==> src/hdl/cdsn_pkg.sv <==
// Shared types, constants and calendar helper functions for the date stepper.
// Used by the controller, the datapath and the port checker.
// No dependencies.
`timescale 1ns / 1ps
`default_nettype none

package cdsn_pkg;

    // Limits of the stepper
    localparam int COUNT_MAX  = 65535;
    localparam int YEAR_MAX   = 65535;
    localparam int CNT_W      = $clog2(COUNT_MAX + 1);
    localparam int YEAR_W     = 16;
    localparam int RESET_YEAR = 1901;

    // Year mod 400 reduction: subtract 400 << k for k = MOD_STEPS-1 .. 0
    localparam int LEAP_CYCLE = 400;
    localparam int CENTURY    = 100;
    localparam int MOD_STEPS  = 8;
    localparam int K_W        = $clog2(MOD_STEPS);
    localparam int REM_W      = $clog2(LEAP_CYCLE);

    // Month codes
    localparam logic [3:0] MON_JAN = 4'd1;
    localparam logic [3:0] MON_FEB = 4'd2;
    localparam logic [3:0] MON_APR = 4'd4;
    localparam logic [3:0] MON_JUN = 4'd6;
    localparam logic [3:0] MON_SEP = 4'd9;
    localparam logic [3:0] MON_NOV = 4'd11;
    localparam logic [3:0] MON_DEC = 4'd12;

    // Month lengths
    localparam logic [4:0] DAYS_28 = 5'd28;
    localparam logic [4:0] DAYS_29 = 5'd29;
    localparam logic [4:0] DAYS_30 = 5'd30;
    localparam logic [4:0] DAYS_31 = 5'd31;

    // Controller to datapath commands
    typedef struct packed {
        logic load;      // capture a new item
        logic mod_step;  // one year mod 400 reduction step
        logic check;     // validate the starting date
        logic step;      // move one day, forward or backward
        logic out_load;  // move the result into the output register
    } cdsn_cmd_t;

    // Datapath to controller status
    typedef struct packed {
        logic mod_last;  // last reduction step in progress
        logic date_ok;   // starting date is valid
        logic step_done; // no days left or the year left its range
    } cdsn_stat_t;

    // Gregorian leap rule from year mod 400 and the two low year bits
    function automatic logic leap_year(input logic [REM_W-1:0] rem,
                                       input logic [1:0] ylo);
        logic cent;
        cent = (rem == REM_W'(CENTURY)) || (rem == REM_W'(2 * CENTURY)) ||
               (rem == REM_W'(3 * CENTURY));
        return (rem == '0) || ((ylo == 2'b00) && !cent);
    endfunction

    // Days in a month; out-of-range months read as 31
    function automatic logic [4:0] month_len(input logic [3:0] m, input logic leap);
        logic [4:0] len;
        case (m)
            MON_FEB: len = leap ? DAYS_29 : DAYS_28;
            MON_APR, MON_JUN, MON_SEP, MON_NOV: len = DAYS_30;
            default: len = DAYS_31;
        endcase
        return len;
    endfunction

endpackage

`default_nettype wire

==> src/hdl/cdsn_ctrl.sv <==
// Sequencing state machine of the date stepper.
// Depends on cdsn_pkg; drives the datapath commands and both handshakes.
`timescale 1ns / 1ps
`default_nettype none

module cdsn_ctrl
    import cdsn_pkg::*;
(
    input  wire logic       clk,
    input  wire logic       rst_n,
    input  wire logic       in_valid,
    output logic            in_ready,
    output logic            out_valid,
    input  wire logic       out_ready,
    input  wire cdsn_stat_t stat,
    output cdsn_cmd_t       cmd
);

    localparam logic [2:0] ST_IDLE  = 3'd0;
    localparam logic [2:0] ST_MOD   = 3'd1;
    localparam logic [2:0] ST_CHECK = 3'd2;
    localparam logic [2:0] ST_STEP  = 3'd3;
    localparam logic [2:0] ST_FIN   = 3'd4;

    logic [2:0] state_reg, state_next;
    logic       out_valid_reg, out_valid_next;
    logic       out_free;

    assign out_free  = !out_valid_reg || out_ready;
    assign in_ready  = (state_reg == ST_IDLE);
    assign out_valid = out_valid_reg;

    // Next state and commands
    always_comb
    begin
        state_next     = state_reg;
        out_valid_next = out_valid_reg && !out_ready;
        cmd            = '0;
        case (state_reg)
            ST_IDLE:
            begin
                if (in_valid)
                begin
                    cmd.load   = 1'b1;
                    state_next = ST_MOD;
                end
            end
            ST_MOD:
            begin
                cmd.mod_step = 1'b1;
                if (stat.mod_last)
                    state_next = ST_CHECK;
            end
            ST_CHECK:
            begin
                cmd.check  = 1'b1;
                state_next = stat.date_ok ? ST_STEP : ST_FIN;
            end
            ST_STEP:
            begin
                if (stat.step_done)
                    state_next = ST_FIN;
                else
                    cmd.step = 1'b1;
            end
            ST_FIN:
            begin
                if (out_free)
                begin
                    cmd.out_load   = 1'b1;
                    out_valid_next = 1'b1;
                    state_next     = ST_IDLE;
                end
            end
            default: state_next = ST_IDLE;
        endcase
    end

    // State registers
    always_ff @(posedge clk or negedge rst_n)
    begin
        if (!rst_n)
        begin
            state_reg     <= ST_IDLE;
            out_valid_reg <= 1'b0;
        end
        else
        begin
            state_reg     <= state_next;
            out_valid_reg <= out_valid_next;
        end
    end

endmodule

`default_nettype wire

==> src/hdl/cdsn_dp.sv <==
// Datapath of the date stepper: date registers, year mod 400 reducer,
// validity check, one-day step logic and the output register.
// Depends on cdsn_pkg; commanded by cdsn_ctrl.
`timescale 1ns / 1ps
`default_nettype none

module cdsn_dp
    import cdsn_pkg::*;
(
    input  wire logic              clk,
    input  wire cdsn_cmd_t         cmd,
    output cdsn_stat_t             stat,
    input  wire logic              in_op,
    input  wire logic [4:0]        in_day,
    input  wire logic [3:0]        in_month,
    input  wire logic [YEAR_W-1:0] in_year,
    input  wire logic [15:0]       in_count,
    output logic [4:0]             out_day,
    output logic [3:0]             out_month,
    output logic [YEAR_W-1:0]      out_year,
    output logic                   out_ok
);

    localparam logic [YEAR_W-1:0] LEAP_CYCLE_Y = YEAR_W'(LEAP_CYCLE);
    localparam logic [REM_W-1:0]  REM_TOP      = REM_W'(LEAP_CYCLE - 1);

    logic              op_reg;
    logic [4:0]        day_reg, day_next;
    logic [3:0]        mon_reg, mon_next;
    logic [YEAR_W-1:0] year_reg, year_next;
    logic [YEAR_W-1:0] rem_reg, rem_next;
    logic [CNT_W-1:0]  cnt_reg, cnt_next;
    logic [K_W-1:0]    k_reg, k_next;
    logic              ovf_reg, ovf_next;
    logic              bad_reg, bad_next;
    logic [4:0]        out_day_reg;
    logic [3:0]        out_mon_reg;
    logic [YEAR_W-1:0] out_year_reg;
    logic              out_ok_reg;

    logic [YEAR_W-1:0] sub_val;
    logic [REM_W-1:0]  rem_lo;
    logic              leap;
    logic [4:0]        mlen;
    logic              date_ok;
    logic [CNT_W-1:0]  cnt_init;

    assign rem_lo  = rem_reg[REM_W-1:0];
    assign leap    = leap_year(rem_lo, year_reg[1:0]);
    assign mlen    = month_len(mon_reg, leap);
    assign sub_val = LEAP_CYCLE_Y << k_reg;

    // Starting date check
    assign date_ok = (mon_reg >= MON_JAN) && (mon_reg <= MON_DEC) &&
                     (year_reg != '0) &&
                     ({1'b0, year_reg} <= (YEAR_W + 1)'(YEAR_MAX)) &&
                     (day_reg != '0) && (day_reg <= mlen);

    // Count saturation
    assign cnt_init = (32'(in_count) > COUNT_MAX) ? CNT_W'(COUNT_MAX) : CNT_W'(in_count);

    assign stat.mod_last  = (k_reg == '0);
    assign stat.date_ok   = date_ok;
    assign stat.step_done = (cnt_reg == '0) || ovf_reg;

    // Next values of the working registers
    always_comb
    begin
        day_next  = day_reg;
        mon_next  = mon_reg;
        year_next = year_reg;
        rem_next  = rem_reg;
        cnt_next  = cnt_reg;
        k_next    = k_reg;
        ovf_next  = ovf_reg;
        bad_next  = bad_reg;
        if (cmd.load)
        begin
            day_next  = in_day;
            mon_next  = in_month;
            year_next = in_year;
            rem_next  = in_year;
            cnt_next  = cnt_init;
            k_next    = K_W'(MOD_STEPS - 1);
            ovf_next  = 1'b0;
            bad_next  = 1'b0;
        end
        else if (cmd.mod_step)
        begin
            // restoring reduction by 400 << k
            if (rem_reg >= sub_val)
                rem_next = rem_reg - sub_val;
            k_next = k_reg - K_W'(1);
        end
        else if (cmd.check)
        begin
            bad_next = !date_ok;
        end
        else if (cmd.step)
        begin
            cnt_next = cnt_reg - CNT_W'(1);
            if (!op_reg)
            begin
                // forward one day
                if (day_reg >= mlen)
                begin
                    day_next = 5'd1;
                    if (mon_reg == MON_DEC)
                    begin
                        mon_next = MON_JAN;
                        if (year_reg == YEAR_W'(YEAR_MAX))
                            ovf_next = 1'b1;
                        else
                        begin
                            year_next = year_reg + YEAR_W'(1);
                            rem_next  = (rem_lo == REM_TOP) ? '0
                                      : YEAR_W'(rem_lo) + YEAR_W'(1);
                        end
                    end
                    else
                        mon_next = mon_reg + 4'd1;
                end
                else
                    day_next = day_reg + 5'd1;
            end
            else
            begin
                // backward one day; December is 31 days whatever the year
                if (day_reg == 5'd1)
                begin
                    if (mon_reg == MON_JAN)
                    begin
                        mon_next = MON_DEC;
                        day_next = DAYS_31;
                        if (year_reg == YEAR_W'(1))
                            ovf_next = 1'b1;
                        else
                        begin
                            year_next = year_reg - YEAR_W'(1);
                            rem_next  = (rem_lo == '0) ? YEAR_W'(REM_TOP)
                                      : YEAR_W'(rem_lo) - YEAR_W'(1);
                        end
                    end
                    else
                    begin
                        mon_next = mon_reg - 4'd1;
                        day_next = month_len(mon_reg - 4'd1, leap);
                    end
                end
                else
                    day_next = day_reg - 5'd1;
            end
        end
    end

    // Working registers
    always_ff @(posedge clk)
    begin
        if (cmd.load)
            op_reg <= in_op;
        day_reg  <= day_next;
        mon_reg  <= mon_next;
        year_reg <= year_next;
        rem_reg  <= rem_next;
        cnt_reg  <= cnt_next;
        k_reg    <= k_next;
        ovf_reg  <= ovf_next;
        bad_reg  <= bad_next;
    end

    // Output register; a failed item reads as 1 January 1901
    always_ff @(posedge clk)
    begin
        if (cmd.out_load)
        begin
            if (bad_reg || ovf_reg)
            begin
                out_day_reg  <= 5'd1;
                out_mon_reg  <= MON_JAN;
                out_year_reg <= YEAR_W'(RESET_YEAR);
                out_ok_reg   <= 1'b0;
            end
            else
            begin
                out_day_reg  <= day_reg;
                out_mon_reg  <= mon_reg;
                out_year_reg <= year_reg;
                out_ok_reg   <= 1'b1;
            end
        end
    end

    assign out_day   = out_day_reg;
    assign out_month = out_mon_reg;
    assign out_year  = out_year_reg;
    assign out_ok    = out_ok_reg;

endmodule

`default_nettype wire

==> src/hdl/calendar_date_step_n_days_core.sv <==
// Gregorian date stepper, top level: steps a date by up to COUNT_MAX days.
// The year is reduced mod 400 in MOD_STEPS restoring steps, the starting date is checked,
// then the single day-step unit steps one day at a time until the count runs out
// or the year leaves its range; an invalid starting date skips the stepping.
// One item at a time: the next item is taken once the result is in the output register.
// Reset (rst_n, async, active low) idles the controller and empties the output.
`timescale 1ns / 1ps
`default_nettype none

module calendar_date_step_n_days_core
    import cdsn_pkg::*;
(
    input  wire logic        clk,
    input  wire logic        rst_n,
    input  wire logic        s_axis_tvalid,
    output logic             s_axis_tready,
    input  wire logic [47:0] s_axis_tdata,  // day[4:0], month[8:5], year[24:9], count[40:25]
    input  wire logic        s_axis_tuser,  // op
    output logic             m_axis_tvalid,
    input  wire logic        m_axis_tready,
    output logic [31:0]      m_axis_tdata,  // out_day[4:0], out_month[8:5], out_year[24:9]
    output logic             m_axis_tuser   // valid_res
);

    cdsn_cmd_t         cmd;
    cdsn_stat_t        stat;
    logic [4:0]        out_day;
    logic [3:0]        out_month;
    logic [YEAR_W-1:0] out_year;
    logic              out_ok;

    // Sequencer
    cdsn_ctrl u_ctrl (
        .clk       (clk),
        .rst_n     (rst_n),
        .in_valid  (s_axis_tvalid),
        .in_ready  (s_axis_tready),
        .out_valid (m_axis_tvalid),
        .out_ready (m_axis_tready),
        .stat      (stat),
        .cmd       (cmd)
    );

    // Date datapath
    cdsn_dp u_dp (
        .clk       (clk),
        .cmd       (cmd),
        .stat      (stat),
        .in_op     (s_axis_tuser),
        .in_day    (s_axis_tdata[4:0]),
        .in_month  (s_axis_tdata[8:5]),
        .in_year   (s_axis_tdata[24:9]),
        .in_count  (s_axis_tdata[40:25]),
        .out_day   (out_day),
        .out_month (out_month),
        .out_year  (out_year),
        .out_ok    (out_ok)
    );

    // Result packing
    assign m_axis_tdata = {7'd0, out_year, out_month, out_day};
    assign m_axis_tuser = out_ok;

endmodule

`default_nettype wire

==> config.mk <==
export PLATFORM = sky130hd
export DESIGN_NAME = calendar_date_step_n_days_core
export DESIGN_NICKNAME = d
export VERILOG_FILES = /design/src/hdl/cdsn_pkg.sv /design/src/hdl/cdsn_ctrl.sv /design/src/hdl/cdsn_dp.sv /design/src/hdl/calendar_date_step_n_days_core.sv
export SDC_FILE = /design/constraint.sdc
export NUM_CORES = 1
export LEC_CHECK = 0
export ABC_AREA = 0
export BUFFER_PORTS_ARGS = -buffer_cell sky130_fd_sc_hd__buf_4
export CAP_MARGIN = 40
export CORE_MARGIN = 1
export CORE_UTILIZATION = 33
export CTS_CLUSTER_SIZE = 8
export DETAILED_ROUTE_END_ITERATION = 7
export GPL_TIMING_DRIVEN = 1
export HOLD_SLACK_MARGIN = 0.1
export PLACE_DENSITY_LB_ADDON = 0.15
export SLEW_MARGIN = 5
export SYNTH_ARGS = -nofsm -noshare
export SYNTH_HDL_FRONTEND = slang
export SYNTH_SLANG_ARGS = --single-unit
==> constraint.sdc <==
create_clock -name clk -period 4.6 [get_ports clk]
set_input_delay 0 -clock clk [delete_from_list [all_inputs] [get_ports clk]]
set_output_delay 0 -clock clk [all_outputs]
set_load 0.01 [all_outputs]
* Yosys cells after proc, flatten, opt, wreduce, memory -nomap -nowiden
Index checks and enable logic that the tools add are counted.
W data, S select, Z words.
** Storage, ports and cells
- Register bits after elaboration :: 93
- Output and inout bits :: 35
- Logic and storage cells :: 190
** Operators by class
- Add/sub/neg operators :: 11
- $lt $le $gt $ge :: 5
- Equal/unequal tests :: 42
- Shift operators :: 1
- Muxes and demuxes :: 73
- Bitwise operators :: 2
- Reduce and logical (&&, ||, !) cells :: 41
** Operators with widths (number)
- $mux W16 :: 29
- $mux W5 :: 8
- $mux W4 :: 9
- $sub A16 B1 Y16 const B :: 2
- $reduce_and A9 Y1 :: 3
- $eq A4 B4 Y1 const B :: 5
- $pmux W5 S2 :: 2
- $mux W1 :: 19
- $eq A9 B9 Y1 const B :: 2
- $add A16 B1 Y16 const B :: 1
- $eq A16 B1 Y1 const B :: 1
- $eq A16 B16 Y1 const B :: 1
- $eq A4 B3 Y1 const B :: 4
- $ge A16 B16 Y1 :: 1
- $logic_not A16 Y1 :: 1
- $reduce_bool A16 Y1 :: 1
- $shl A9 B3 Y16 const A :: 1
- $sub A16 B16 Y16 :: 1
- $mux W3 :: 5
- $pmux W3 S5 :: 1
- $ne A2 B2 Y1 const B :: 6
- $ne A4 B4 Y1 const B :: 3
- $add A9 B1 Y10 const B :: 1
- $sub A9 B1 Y10 const B :: 1
- other kinds (38) :: 67

* Longest topological paths before layout
Gate-level depths: netlist of the first run.
- Word-level depth :: 15
- Gate-level depth with buffers :: 15
- Mapped depth without buffers :: 15

* By module
From an unflattened synthesis of the first run, not the netlist that was laid out.
** Unflattened totals
- Cells, all modules :: 695
- Area total of the unflattened synthesis :: 6416.2 um2
** Modules (own cells, without submodules)
- cdsn_dp :: instances 1, cells each 660, area an instance 6102.1 um2
- cdsn_ctrl :: instances 1, cells each 27, area an instance 257.7 um2
- calendar_date_step_n_days_core :: instances 1, cells each 8, area an instance 56.3 um2

* Worst setup path before layout of the first run
Ideal clock, no wire load.
- Kind :: flip-flop to flip-flop
- From :: register u_dp.rem_reg[0]
- To :: register u_dp.rem_reg[10], enable pin
- Arrival time :: 3400 ps
- Path slack :: 811 ps
- Cell stages (with the launch flop) :: 15
- Period minus slack after synthesis :: 3789 ps
- Cell sequence :: edfxtp_1 -> inv_1 -> ha_1 -> or4b_2 -> nor2_1 -> a311oi_1 -> nand2_1 -> a21oi_1 -> a21oi_1 -> ha_1 -> nand2b_1 -> a21oi_1 -> o31ai_1 -> nand4_1 -> a22oi_1
** Between the ends
- Longest elaborated chain between the ends :: 11
- Elaborated cells between the ends (all ways) :: 16
- Those cells by class :: order compare (2); eq/ne (4); mux (2); reduce/logical (8)
** Ends and longest elaborated chain
- start: declaration :: RTL line cdsn_dp.sv:31 : logic [YEAR_W-1:0] rem_reg, rem_next;
- start signal: assignment :: RTL line cdsn_dp.sv:164 : rem_reg <= rem_next;
- $eq A9 B7 Y1 / $eq A9 B8 Y1 (equally long branches) :: RTL line cdsn_pkg.sv:58 : cent = (rem == REM_W'(CENTURY)) || (rem == REM_W'(2 * CENTURY)) ||
- $logic_or A1 B1 Y1 (2 in series) :: RTL line cdsn_pkg.sv:58
- $logic_not A1 Y1 :: RTL line cdsn_pkg.sv:60 : return (rem == '0) || ((ylo == 2'b00) && !cent);
- $logic_and A1 B1 Y1 :: RTL line cdsn_pkg.sv:60
- $logic_or A1 B1 Y1 :: RTL line cdsn_pkg.sv:60
- $mux W1 :: RTL line cdsn_pkg.sv:67 : MON_FEB: len = leap ? DAYS_29 : DAYS_28;
- $pmux W5 S2 :: RTL line cdsn_pkg.sv:66 : case (m)
- $ge A5 B5 Y1 :: RTL line cdsn_dp.sv:105 : if (day_reg >= mlen)
- $reduce_bool A4 Y1 (no source line)
- $reduce_and A9 Y1 (no source line) (*)
Every way passes the cells marked *; elsewhere a longest branch is shown, timed or not.
A chain may end at the register's enable or synchronous reset.

* Worst setup path in the final report of the first run
- From :: register u_dp.rem_reg[3]
- To :: register u_dp.year_reg[6], enable pin
** Between the ends
- Longest elaborated chain between the ends :: 11
- Elaborated cells between the ends (all ways) :: 14
- Those cells by class :: order compare (1); eq/ne (3); mux (2); reduce/logical (8)
** Ends and longest elaborated chain
- $eq A9 B7 Y1 / $eq A9 B8 Y1 (equally long branches) :: RTL line cdsn_pkg.sv:58
- $logic_or A1 B1 Y1 (2 in series) :: RTL line cdsn_pkg.sv:58
- $logic_not A1 Y1 :: RTL line cdsn_pkg.sv:60
- $logic_and A1 B1 Y1 :: RTL line cdsn_pkg.sv:60
- $logic_or A1 B1 Y1 (*) :: RTL line cdsn_pkg.sv:60
- $mux W1 (*) :: RTL line cdsn_pkg.sv:67
- $pmux W5 S2 (*) :: RTL line cdsn_pkg.sv:66
- $ge A5 B5 Y1 (*) :: RTL line cdsn_dp.sv:105
- $reduce_bool A3 Y1 (no source line) (*)
- $reduce_and A9 Y1 (no source line) (*)
- end signal: assignment :: RTL line cdsn_dp.sv:163 : year_reg <= year_next;
- end: declaration :: RTL line cdsn_dp.sv:30 : logic [YEAR_W-1:0] year_reg, year_next;
Marks and branches as above.

==> flow_summary_export.csv, run 1 <==
group,metric,value,unit
final_layout,final_cell_mix,"nand2_1, edfxtp_1, buf_4",
route,postRouteAntennaNets,0,
critical_path,reg2regPathDepth,12,
yosys,yosys.area.top_type,"edfxtp_1",
global_routing,grt_pass1_vias,5360,
place,io_buffers,73,
clock_tree,cts_sinks,93,
clock_tree,cts_resized,0,
yosys,synth-seq-cells,93,
final_layout,diodes,0,
critical_path,r2r_start,"u_dp.rem_reg[3]",
timing,fin_crit,4.097,ns
clock_tree,postCtsSetupBuffers,0,
pwr,power.leakage,2.946,nW
critical_path,cp.arrival,4.08,ns
global_routing,gr-total-overflow,0,
critical_path,critPathTopFamily,"simple AND/OR/NAND/NOR gates",
route,first_iter_violations,423,
critical_path,crit_path_end_kind,"flop",
timing,worst_slew_pin_slew,0.7790,ns
critical_path,critPathKind,"reg -> reg",
worst_hold_path,whs_path_depth,4,
critical_path,path_cells,"nor4bb_1 > o21ai_0 > a311oi_1 > nand2_1 > a21oi_1 > a21oi_1 > ha_1 > nand2b_1 > a21oi_1 > o31ai_1 > nand4_1 > nand2_1",
final_layout,multi_input_area,3306,sq um
critical_path,crit_buf_inv,0,
pwr,peakVddDrop,0.0001933,V
timing,relSlewSlack,47.74,%
global_routing,grt_max_degree,42,
route,vias_per_cell,5.359,
floorplan,ios,88,
clock_tree,htree_levels,3,
yosys,syn_area_per_cell,9.179,sq um
clock_tree,clock_path_buffers,2,
critical_path,critPathMaxStageDelay,0.59,ns
timing,finalSetupViolations,0,
route,num_vias,5498,
route,drt_pass1_iterations,8,
timing,fin_tns_setup,0,ns
yosys,yosysTopAreaCellShare,40.12,%
critical_path,startpoint,"u_dp.rem_reg[3]",
route,wl,16.53,mm
final_layout,final-seq-area,2723,sq um
global_routing,globalRouteTotalUtil,17.47,%
timing,rsz0062_at_grt,"no",
global_routing,grt_pass1_wl,27.10,mm
critical_path,required,4.58,ns
worst_hold_path,hp-class,"in -> reg",
route,drc_errors,1,
critical_path,r2r_setup_slack,0.50,ns
critical_path,crit_path_frequent_cell,"a21oi_1",
worst_hold_path,min_from,"s_axis_tvalid",
timing,finalHoldViolations,0,
floorplan,rows,50,
final_layout,syn_to_final_growth,23.72,%
place,dp_slack,0.4998,ns
timing,hold_slack,0.2204,ns
run_status,run_status,"complete, but fails checks",
floorplan,die_width,140.0,um
global_routing,antenna_found_initial,0,
yosys,yosys_warnings,0,
clock_tree,path_clk_slew,0.07,ns
job,maxCapViolations,0,
place,post-dp-hpwl,11.97,mm
pwr,power.density,658.7,nW/um^2
final_layout,drive_gt1_share,14.14,%
timing,setup_slack,0.5034,ns
floorplan,core-area,18710,sq um
floorplan,die_area,19610,sq um
floorplan,die_h,140.0,um
clock_tree,cts_buffers,9,
final_layout,nFillCells,1855,
yosys,synth-edff-count,84,
critical_path,cp_max_fo,16,
yosys,synthTopCellsByArea,"edfxtp_1, ha_1, o21ai_0",
clock_tree,clockRootBuffer,"clkbuf_16",
critical_path,reg2reg_to,"u_dp.year_reg[6]",
pwr,design_power_total,5.124,mW
yosys,synth_ff_type,"edfxtp_1",
yosys,synthCells,685,
final_layout,layout.nets,875,
run_status,violations,"design-rule violations",
timing,period_share,89.06,%
timing,fmax,244.1,MHz
clock_tree,cts_tree,"done",
critical_path,worst_path_max_delay_cell,"edfxtp_1",
clock_tree,insertion_delay,0.35,ns
floorplan,initial_core_util,33.61,%
yosys,yosys.cell_types.count,70,
timing,clock_skew,0.009940,ns
yosys,synthArstFlopShare,4.301,%
place,gp_congestion,0.8670,
critical_path,critical_path.startpoint_type,"flop",
yosys,syn_area,6287,sq um
worst_hold_path,whs_endpoint,"u_dp.k_reg[0]",
route,wl_per_cell,16.11,um
timing,drv_slew,0,
yosys,ys_seq_area_share,43.30,%
## how the worst max path moves through the flow
stage | end | cells after the start
after floorplan | u_dp.rem_reg[10] | 14
after global placement | u_dp.year_reg[13] | 11
after detailed placement | u_dp.year_reg[13] | 11
after CTS | u_dp.year_reg[6] | 12
after global routing | u_dp.year_reg[6] | 12
final | u_dp.year_reg[6] | 12
## cells in the mapped netlist, types with 11 or more instances
cell type / instances
inv_1: 27
and2_1: 11
nand2_1: 84
edfxtp_1: 84
nor3_1: 24
ha_1: 35
nor2_1: 57
clkbuf_1: 24
a31oi_1: 15
xnor2_1: 19
nand3_1: 20
or3_1: 14
xor2_1: 24
a21oi_1: 35
o21ai_0: 64
## kinds of logic after synthesis
logic type	share of synthesized area, %
AOI/OAI and AO/OA	16.90
other	0.05964
muxes	0.6368
buffers and inverters	4.597
and+or+nand+nor	21.55
DFF	43.30
xor gates and xnor gates	5.990
adders and majority gates	6.965
## timing repair
| action | in CTS | in global routing |
|---|---|---|
| endpoints found under the setup margin | 0 | 0 |
| hold buffers | 45 | 0 |
| endpoints found under the hold margin | 62 | 0 |
## tightest hold or removal path, cell delays in order
cell and delay, ns:
buf_4 0.09, nand2_1 0.06, buf_4 0.28, nand2_1 0.10
## power breakdown
part	switching [mW]	internal [mW]
Sequential	0.380	1.44
Clock	0.343	0.425
Combinational	1.47	1.06
## layout make-up
class | instances | area share, %
clock buffer | 9 | 2.895
timing repair buffer | 125 | 13.51
inverter | 29 | 1.399
tap | 234 | 3.764
multi-input combinational | 529 | 42.50
sequential | 93 | 35.00
clock inverter | 7 | 0.9329
## stage by stage
| step | std cells | util (%) | cell area [sq um] |
|---|---|---|---|
| finish | 1026 | 41.59 | 7779 |
| floorplan | 691 | - | 6310 |
| global placement | 964 | 37.55 | 7023 |
| detailed placement | 965 | 37.59 | 7030 |
| CTS | 1026 | 41.59 | 7779 |
| global route | 1026 | 41.59 | 7779 |
## layer usage
layer / GRT usage (%) / up-vias / wire length (um)
met5: 0 / - / 0
met4: 6.593 / 0 / 289
met3: 2.598 / 20 / 699
met2: 29.39 / 176 / 7807
met1: 22.65 / 2602 / 7736
li1: - / 2700 / -
No activity file was read; power rests on OpenSTA's default activity.
==> run 2: changes to the inputs <==
--- a/config.mk
+++ b/config.mk
@@ -10,7 +10,7 @@
 export CAP_MARGIN = 40
 export CORE_MARGIN = 1
 export CORE_UTILIZATION = 33
-export CTS_CLUSTER_SIZE = 8
+export CTS_CLUSTER_SIZE = 30
 export DETAILED_ROUTE_END_ITERATION = 7
 export GPL_TIMING_DRIVEN = 1
 export HOLD_SLACK_MARGIN = 0.1
@@ -18,4 +18,5 @@
 export SLEW_MARGIN = 5
 export SYNTH_ARGS = -nofsm -noshare
 export SYNTH_HDL_FRONTEND = slang
+export SYNTH_HIERARCHICAL = 1
 export SYNTH_SLANG_ARGS = --single-unit
==> flow_summary_export.csv, run 2 <==
group,metric,value,unit
run_status,run_status,"finished, final reports clean",
timing,rsz0062_at_grt,"no",
floorplan,initial_core_util,33.96,%
final_layout,finalCoreUtilization,42.08,%
clock_tree,clockRootBuffer,"clkbuf_16",
clock_tree,insertion_delay,0.35,ns
timing,relSlewSlack,50.91,%
global_routing,antenna_found_initial,0,
yosys,yosys.area.top_type,"edfxtp_1",
timing,setup_slack,0.4850,ns
yosys,ys_seq_area_share,42.43,%
timing,worst_slew_pin_slew,0.7296,ns
place,io_buffers,73,
critical_path,critPathTopFamily,"compound AO/OA/AOI/OAI gates",
pwr,power.density,510.3,nW/um^2
yosys,ys_top_cells_by_count,"nand2_1, edfxtp_1, o21ai_0, nor2_1, ha_1",
place,gp_congestion,0.8866,
final_layout,final_common_cell,"nand2_1",
yosys,synthTopCellsByArea,"edfxtp_1, ha_1, nand2_1",
critical_path,critical_path.startpoint_type,"flop",
final_layout,drive_gt1_share,15.06,%
yosys,synth-edff-count,84,
timing,period_share,89.46,%
worst_hold_path,hp-class,"in -> reg",
timing,finalSetupViolations,0,
timing,drv_slew,0,
yosys,synth-seq-cells,93,
route,wl,16.53,mm
final_layout,syn_to_final_growth,23.91,%
global_routing,grt_max_degree,62,
route,postRouteAntennaNets,0,
timing,hold_slack,0.1105,ns
job,maxCapViolations,0,
place,placed_cells,996,
floorplan,die_width,141.4,um
route,drt_pass1_iterations,6,
place,dp_slack,0.5088,ns
clock_tree,clock_path_buffers,2,
final_layout,diodes,0,
clock_tree,cts_tree,"done",
yosys,yosys.cell_types.count,69,
global_routing,globalRouteTotalUtil,16.96,%
timing,clock_skew,0.007815,ns
yosys,yosysTopAreaCellShare,39.31,%
critical_path,required,4.59,ns
critical_path,critPathMaxStageDelay,0.55,ns
pwr,design_power_total,4.057,mW
yosys,synthCells,695,
pwr,p_sw_share,38.82,%
pwr,p_clk_share,20.7,%
timing,fmax,243.0,MHz
route,first_iter_violations,514,
final_layout,final_cell_mix,"nand2_1, buf_4, edfxtp_1",
route,drc_errors,0,
critical_path,crit_buf_inv,3,
yosys,yosys.cell_count.top_type,"nand2_1",
place,post-dp-hpwl,11.97,mm
global_routing,grt_pass1_vias,5147,
global_routing,gr-total-overflow,0,
critical_path,crit_path_frequent_cell,"a21o_1",
critical_path,worst_path_max_delay_cell,"o41ai_1",
final_layout,layout.nets,881,
route,num_vias,5410,
route,wl_per_cell,15.64,um
yosys,yosys_warnings,6,
floorplan,rows,50,
yosys,syn_area,6416,sq um
timing,fin_crit,4.115,ns
route,vias_per_cell,5.118,
pwr,p_int,2.482,mW
floorplan,core-area,18890,sq um
yosys,syn_area_per_cell,9.232,sq um
pwr,seqPwrFrac,36.8,%
critical_path,cp_max_fo,13,
pwr,peakVddDrop,0.0001789,V
pwr,combPwrFrac,42.5,%
clock_tree,cts_sinks,93,
yosys,synth_ff_type,"edfxtp_1",
timing,fin_tns_setup,0,ns
global_routing,grt_pass1_wl,26.41,mm
pwr,power.leakage,3.000,nW
critical_path,cp.arrival,4.10,ns
clock_tree,cts_buffers,9,
floorplan,die_area,20000,sq um
clock_tree,path_clk_slew,0.07,ns
critical_path,crit_path_end_kind,"flop",
clock_tree,htree_levels,3,
floorplan,die_h,141.4,um
pwr,p_switching,1.575,mW
final_layout,fin_area,7950,sq um
final_layout,nFillCells,1907,
critical_path,path_cells,"inv_1 > ha_1 > inv_1 > o41ai_1 > nand3_1 > nand2_1 > o311ai_0 > ha_1 > nand2b_1 > a21o_1 > a21oi_1 > buf_4 > nor3_1 > a21o_1 > a21o_1",
final_layout,fin_cells,1057,
timing,finalHoldViolations,0,
place,dpl_cell_area,7169,sq um
critical_path,critPathKind,"reg -> reg",
floorplan,ios,88,
yosys,synthArstFlopShare,4.301,%
[run 2: changes by cell type after synthesis, sizes merged, moves of 5 or more]
| cell | delta |
|---|---|
| nor4 | +5 |
| a21oi | -6 |
| nor2 | -18 |
| a31oi | -6 |
| clkbuf | +8 |
| o211ai | -5 |
| o21ai | -7 |
| xor2 | -5 |
| nand2 | +8 |
| a21o | +5 |
| xnor2 | +11 |
[run 2: logic make-up (layout without fill, tap and decap cells)]
| group | count (synthesis) | count (layout) | synth area share, % |
|---|---|---|---|
| DFF | 93 | 93 | 42.43 |
| other | 1 | 7 | 0.05845 |
| adders and majority gates | 36 | 36 | 7.020 |
| buffers and inverters | 77 | 173 | 5.246 |
| xor gates and xnor gates | 49 | 49 | 6.689 |
| muxes | 9 | 9 | 1.658 |
| and+or+nand+nor | 273 | 273 | 21.65 |
| AOI/OAI and AO/OA | 157 | 157 | 15.25 |
[run 2: power by group through the flow]
stage               clock network [mW]  registers (mW)  logic, mW
floorplan                            0            1.38       1.38
global placement                     0            1.50       1.65
detailed placement                   0            1.51       1.68
CTS                              0.866            1.49       1.72
global route                     0.891            1.53       1.94
finish                           0.840            1.49       1.73
[run 2: what timing repair did]
action | CTS | global route
endpoints found under the hold margin | 63 | 0
resized for setup | 0 | 0
buffers inserted | 0 | 0
hold buffers | 45 | 0
[run 2: worst reg2reg max path, stage by stage (launching register included)]
cell,delay [ns]
edfxtp_1,0.50
inv_1,0.13
ha_1,0.20
inv_1,0.09
o41ai_1,0.55
nand3_1,0.15
nand2_1,0.09
o311ai_0,0.14
ha_1,0.33
nand2b_1,0.10
a21o_1,0.11
a21oi_1,0.06
buf_4,0.19
nor3_1,0.31
a21o_1,0.27
a21o_1,0.55
[run 2: area by class of cell]
class | count | area (sq um) | share of cell area, %
Clock buffer | 9 | 225.2 | 2.833
Clock inverter | 7 | 105.1 | 1.322
Inverter | 28 | 105.1 | 1.322
Multi-Input combinational cell | 531 | 3386 | 42.59
Sequential cell | 93 | 2723 | 34.25
Tap cell | 260 | 325.3 | 4.092
Timing Repair Buffer | 129 | 1081 | 13.60
[run 2: per-layer routing]
layer	global-route usage [%]	wire, um	vias up
met5	0	0	-
met4	6.791	314	0
met1	24.25	8119	2544
met2	25.98	7269	151
met3	2.092	826	23
li1	-	-	2692
[run 2: worst paths after layout]
| check | slack, ns | cells past startpoint | from | endpoint |
|---|---|---|---|---|
| max | 0.48 | 15 | u_dp/rem_reg[0] | u_dp/rem_reg[5] |
| min | 0.11 | 3 | s_axis_tdata[0] | u_dp/day_reg[0] |
| max reg2reg | 0.48 | 15 | u_dp/rem_reg[0] | u_dp/rem_reg[5] |
| min reg2reg | 0.54 | 2 | u_ctrl/out_valid | u_ctrl/out_valid |
| max in group asynchronous | 3.91 | 3 | rst_n | u_ctrl/state_reg[0] |
| min in group asynchronous | 0.53 | 3 | rst_n | u_ctrl/state_reg[1] |
==> run 3: changes to the inputs <==
--- a/config.mk
+++ b/config.mk
@@ -9,13 +9,12 @@
 export BUFFER_PORTS_ARGS = -buffer_cell sky130_fd_sc_hd__buf_4
 export CAP_MARGIN = 40
 export CORE_MARGIN = 1
-export CORE_UTILIZATION = 33
+export CORE_UTILIZATION = 30
 export CTS_CLUSTER_SIZE = 30
 export DETAILED_ROUTE_END_ITERATION = 7
-export GPL_TIMING_DRIVEN = 1
 export HOLD_SLACK_MARGIN = 0.1
 export PLACE_DENSITY_LB_ADDON = 0.15
-export SLEW_MARGIN = 5
+export SLEW_MARGIN = 0
 export SYNTH_ARGS = -nofsm -noshare
 export SYNTH_HDL_FRONTEND = slang
 export SYNTH_HIERARCHICAL = 1
==> flow_summary_export.csv, run 3 (synthesis gave the netlist of run 2 again) <==
group,metric,value,unit
run_status,run_status,"finished, final reports clean",
job,maxCapViolations,0,
pwr,p_int,2.374,mW
timing,finalSetupViolations,0,
timing,worst_slew_pin_slew,0.7970,ns
final_layout,fin_area,7921,sq um
floorplan,die_h,148.2,um
timing,setup_slack,0.6483,ns
global_routing,grt_max_degree,57,
final_layout,final_common_cell,"nand2_1",
global_routing,gr-total-overflow,0,
place,gp_congestion,0.8606,
pwr,seqPwrFrac,37.7,%
final_layout,syn_to_final_growth,23.46,%
clock_tree,cts_sinks,93,
final_layout,fin_cells,1071,
route,drt_pass1_iterations,5,
critical_path,crit_buf_inv,2,
critical_path,crit_path_frequent_cell,"a21o_1",
timing,rsz0062_at_grt,"no",
place,dp_slack,0.7151,ns
route,wl,16.76,mm
pwr,p_sw_share,40.35,%
final_layout,drive_gt1_share,14.82,%
route,vias_per_cell,5.028,
timing,clock_skew,0.009329,ns
floorplan,initial_core_util,30.52,%
timing,period_share,85.91,%
floorplan,die_area,21980,sq um
final_layout,finalCoreUtilization,37.68,%
global_routing,grt_pass1_vias,5132,
place,io_buffers,73,
route,first_iter_violations,358,
timing,hold_slack,0.3810,ns
critical_path,critical_path.startpoint_type,"flop",
route,drc_errors,0,
timing,drv_slew,0,
global_routing,globalRouteTotalUtil,15.89,%
route,wl_per_cell,15.65,um
critical_path,required,4.59,ns
pwr,peakVddDrop,0.0002011,V
route,num_vias,5385,
clock_tree,insertion_delay,0.36,ns
timing,finalHoldViolations,0,
clock_tree,cts_buffers,9,
final_layout,final-seq-area,2723,sq um
critical_path,cp.arrival,3.94,ns
clock_tree,clock_path_buffers,2,
critical_path,path_cells,"inv_1 > ha_1 > inv_1 > o41ai_1 > nand3_1 > nand2_1 > o311ai_0 > ha_1 > nand2b_1 > a21o_1 > a21oi_1 > nor3_1 > a21o_1 > a21o_1",
clock_tree,clockRootBuffer,"clkbuf_16",
timing,fin_crit,3.952,ns
timing,fmax,253.1,MHz
critical_path,critPathKind,"reg -> reg",
final_layout,nFillCells,2098,
global_routing,grt_pass1_wl,27.52,mm
pwr,power.leakage,2.974,nW
clock_tree,path_clk_slew,0.08,ns
final_layout,multi_input_area,3386,sq um
pwr,design_power_total,3.981,mW
final_layout,final_cell_mix,"nand2_1, edfxtp_1, buf_4",
floorplan,core-area,21020,sq um
final_layout,layout.nets,880,
pwr,power.density,502.5,nW/um^2
floorplan,ios,88,
critical_path,cp_max_fo,13,
floorplan,die_width,148.2,um
critical_path,crit_path_end_kind,"flop",
pwr,combPwrFrac,43.5,%
place,placed_cells,1009,
critical_path,worst_path_max_delay_cell,"a21o_1",
pwr,p_clk_share,18.8,%
route,postRouteAntennaNets,0,
clock_tree,htree_levels,3,
global_routing,antenna_found_initial,0,
pwr,p_switching,1.606,mW
clock_tree,cts_tree,"done",
critical_path,critPathMaxStageDelay,0.52,ns
timing,relSlewSlack,46.86,%
place,post-dp-hpwl,11.96,mm
floorplan,rows,53,
final_layout,diodes,0,
place,dpl_cell_area,7173,sq um
clock_tree,postCtsSetupBuffers,0,
timing,fin_tns_setup,0,ns
critical_path,critPathTopFamily,"compound AO/OA/AOI/OAI gates",
worst_hold_path,hp-class,"in -> reg",
[run 3: changes by cell type in the layout (fill, tap and decap cells not counted)]
cell	previous run	this run
dlygate4sd3_1	45	46
buf_4	84	82
inv_6	1	3
bufinv_16	2	0
[run 3: final timing paths]
kind,to,depth (start not counted),start,slack [ns]
setup reg to reg,u_dp/rem_reg[11],14,u_dp/rem_reg[0],0.65
hold reg to reg,u_ctrl/out_valid,2,u_ctrl/out_valid,0.56
hold / removal,u_dp/op_reg,2,s_axis_tuser,0.38
max in group asynchronous,u_ctrl/out_valid,3,rst_n,3.91
setup / recovery,u_dp/rem_reg[11],14,u_dp/rem_reg[0],0.65
min in group asynchronous,u_ctrl/state_reg[1],3,rst_n,0.53
[run 3: per-layer routing]
metal	global-route usage, %	part of all wire [%]	routed length (um)	up-vias
li1	-	-	-	2695
met4	4.330	1.5	248	0
met2	24.53	45	7565	122
met3	2.362	3.5	591	12
met1	22.98	50	8357	2556
met5	0	0	0	-
[run 3: layout make-up]
| class | instances | share of cell area (%) |
|---|---|---|
| clock buffer | 9 | 2.843 |
| clock inverter | 7 | 0.7898 |
| inverter | 28 | 1.327 |
| multi-input combinational | 531 | 42.74 |
| sequential | 93 | 34.37 |
| tap | 275 | 4.344 |
| timing repair buffer | 128 | 13.58 |
[run 3: power by group through the flow]
stage | Clock (mW) | Sequential (mW) | Combinational, mW
after detailed placement | 0 | 1.51 | 1.68
after CTS | 0.771 | 1.50 | 1.73
after floorplan | 0 | 1.38 | 1.38
after global routing | 0.801 | 1.54 | 1.97
final | 0.749 | 1.50 | 1.73
after global placement | 0 | 1.51 | 1.65
[run 3: repair_timing]
action                                 in CTS  in global routing
gates resized for setup                     0                  0
endpoints found under the hold margin      63                  0
hold buffers                               46                  0
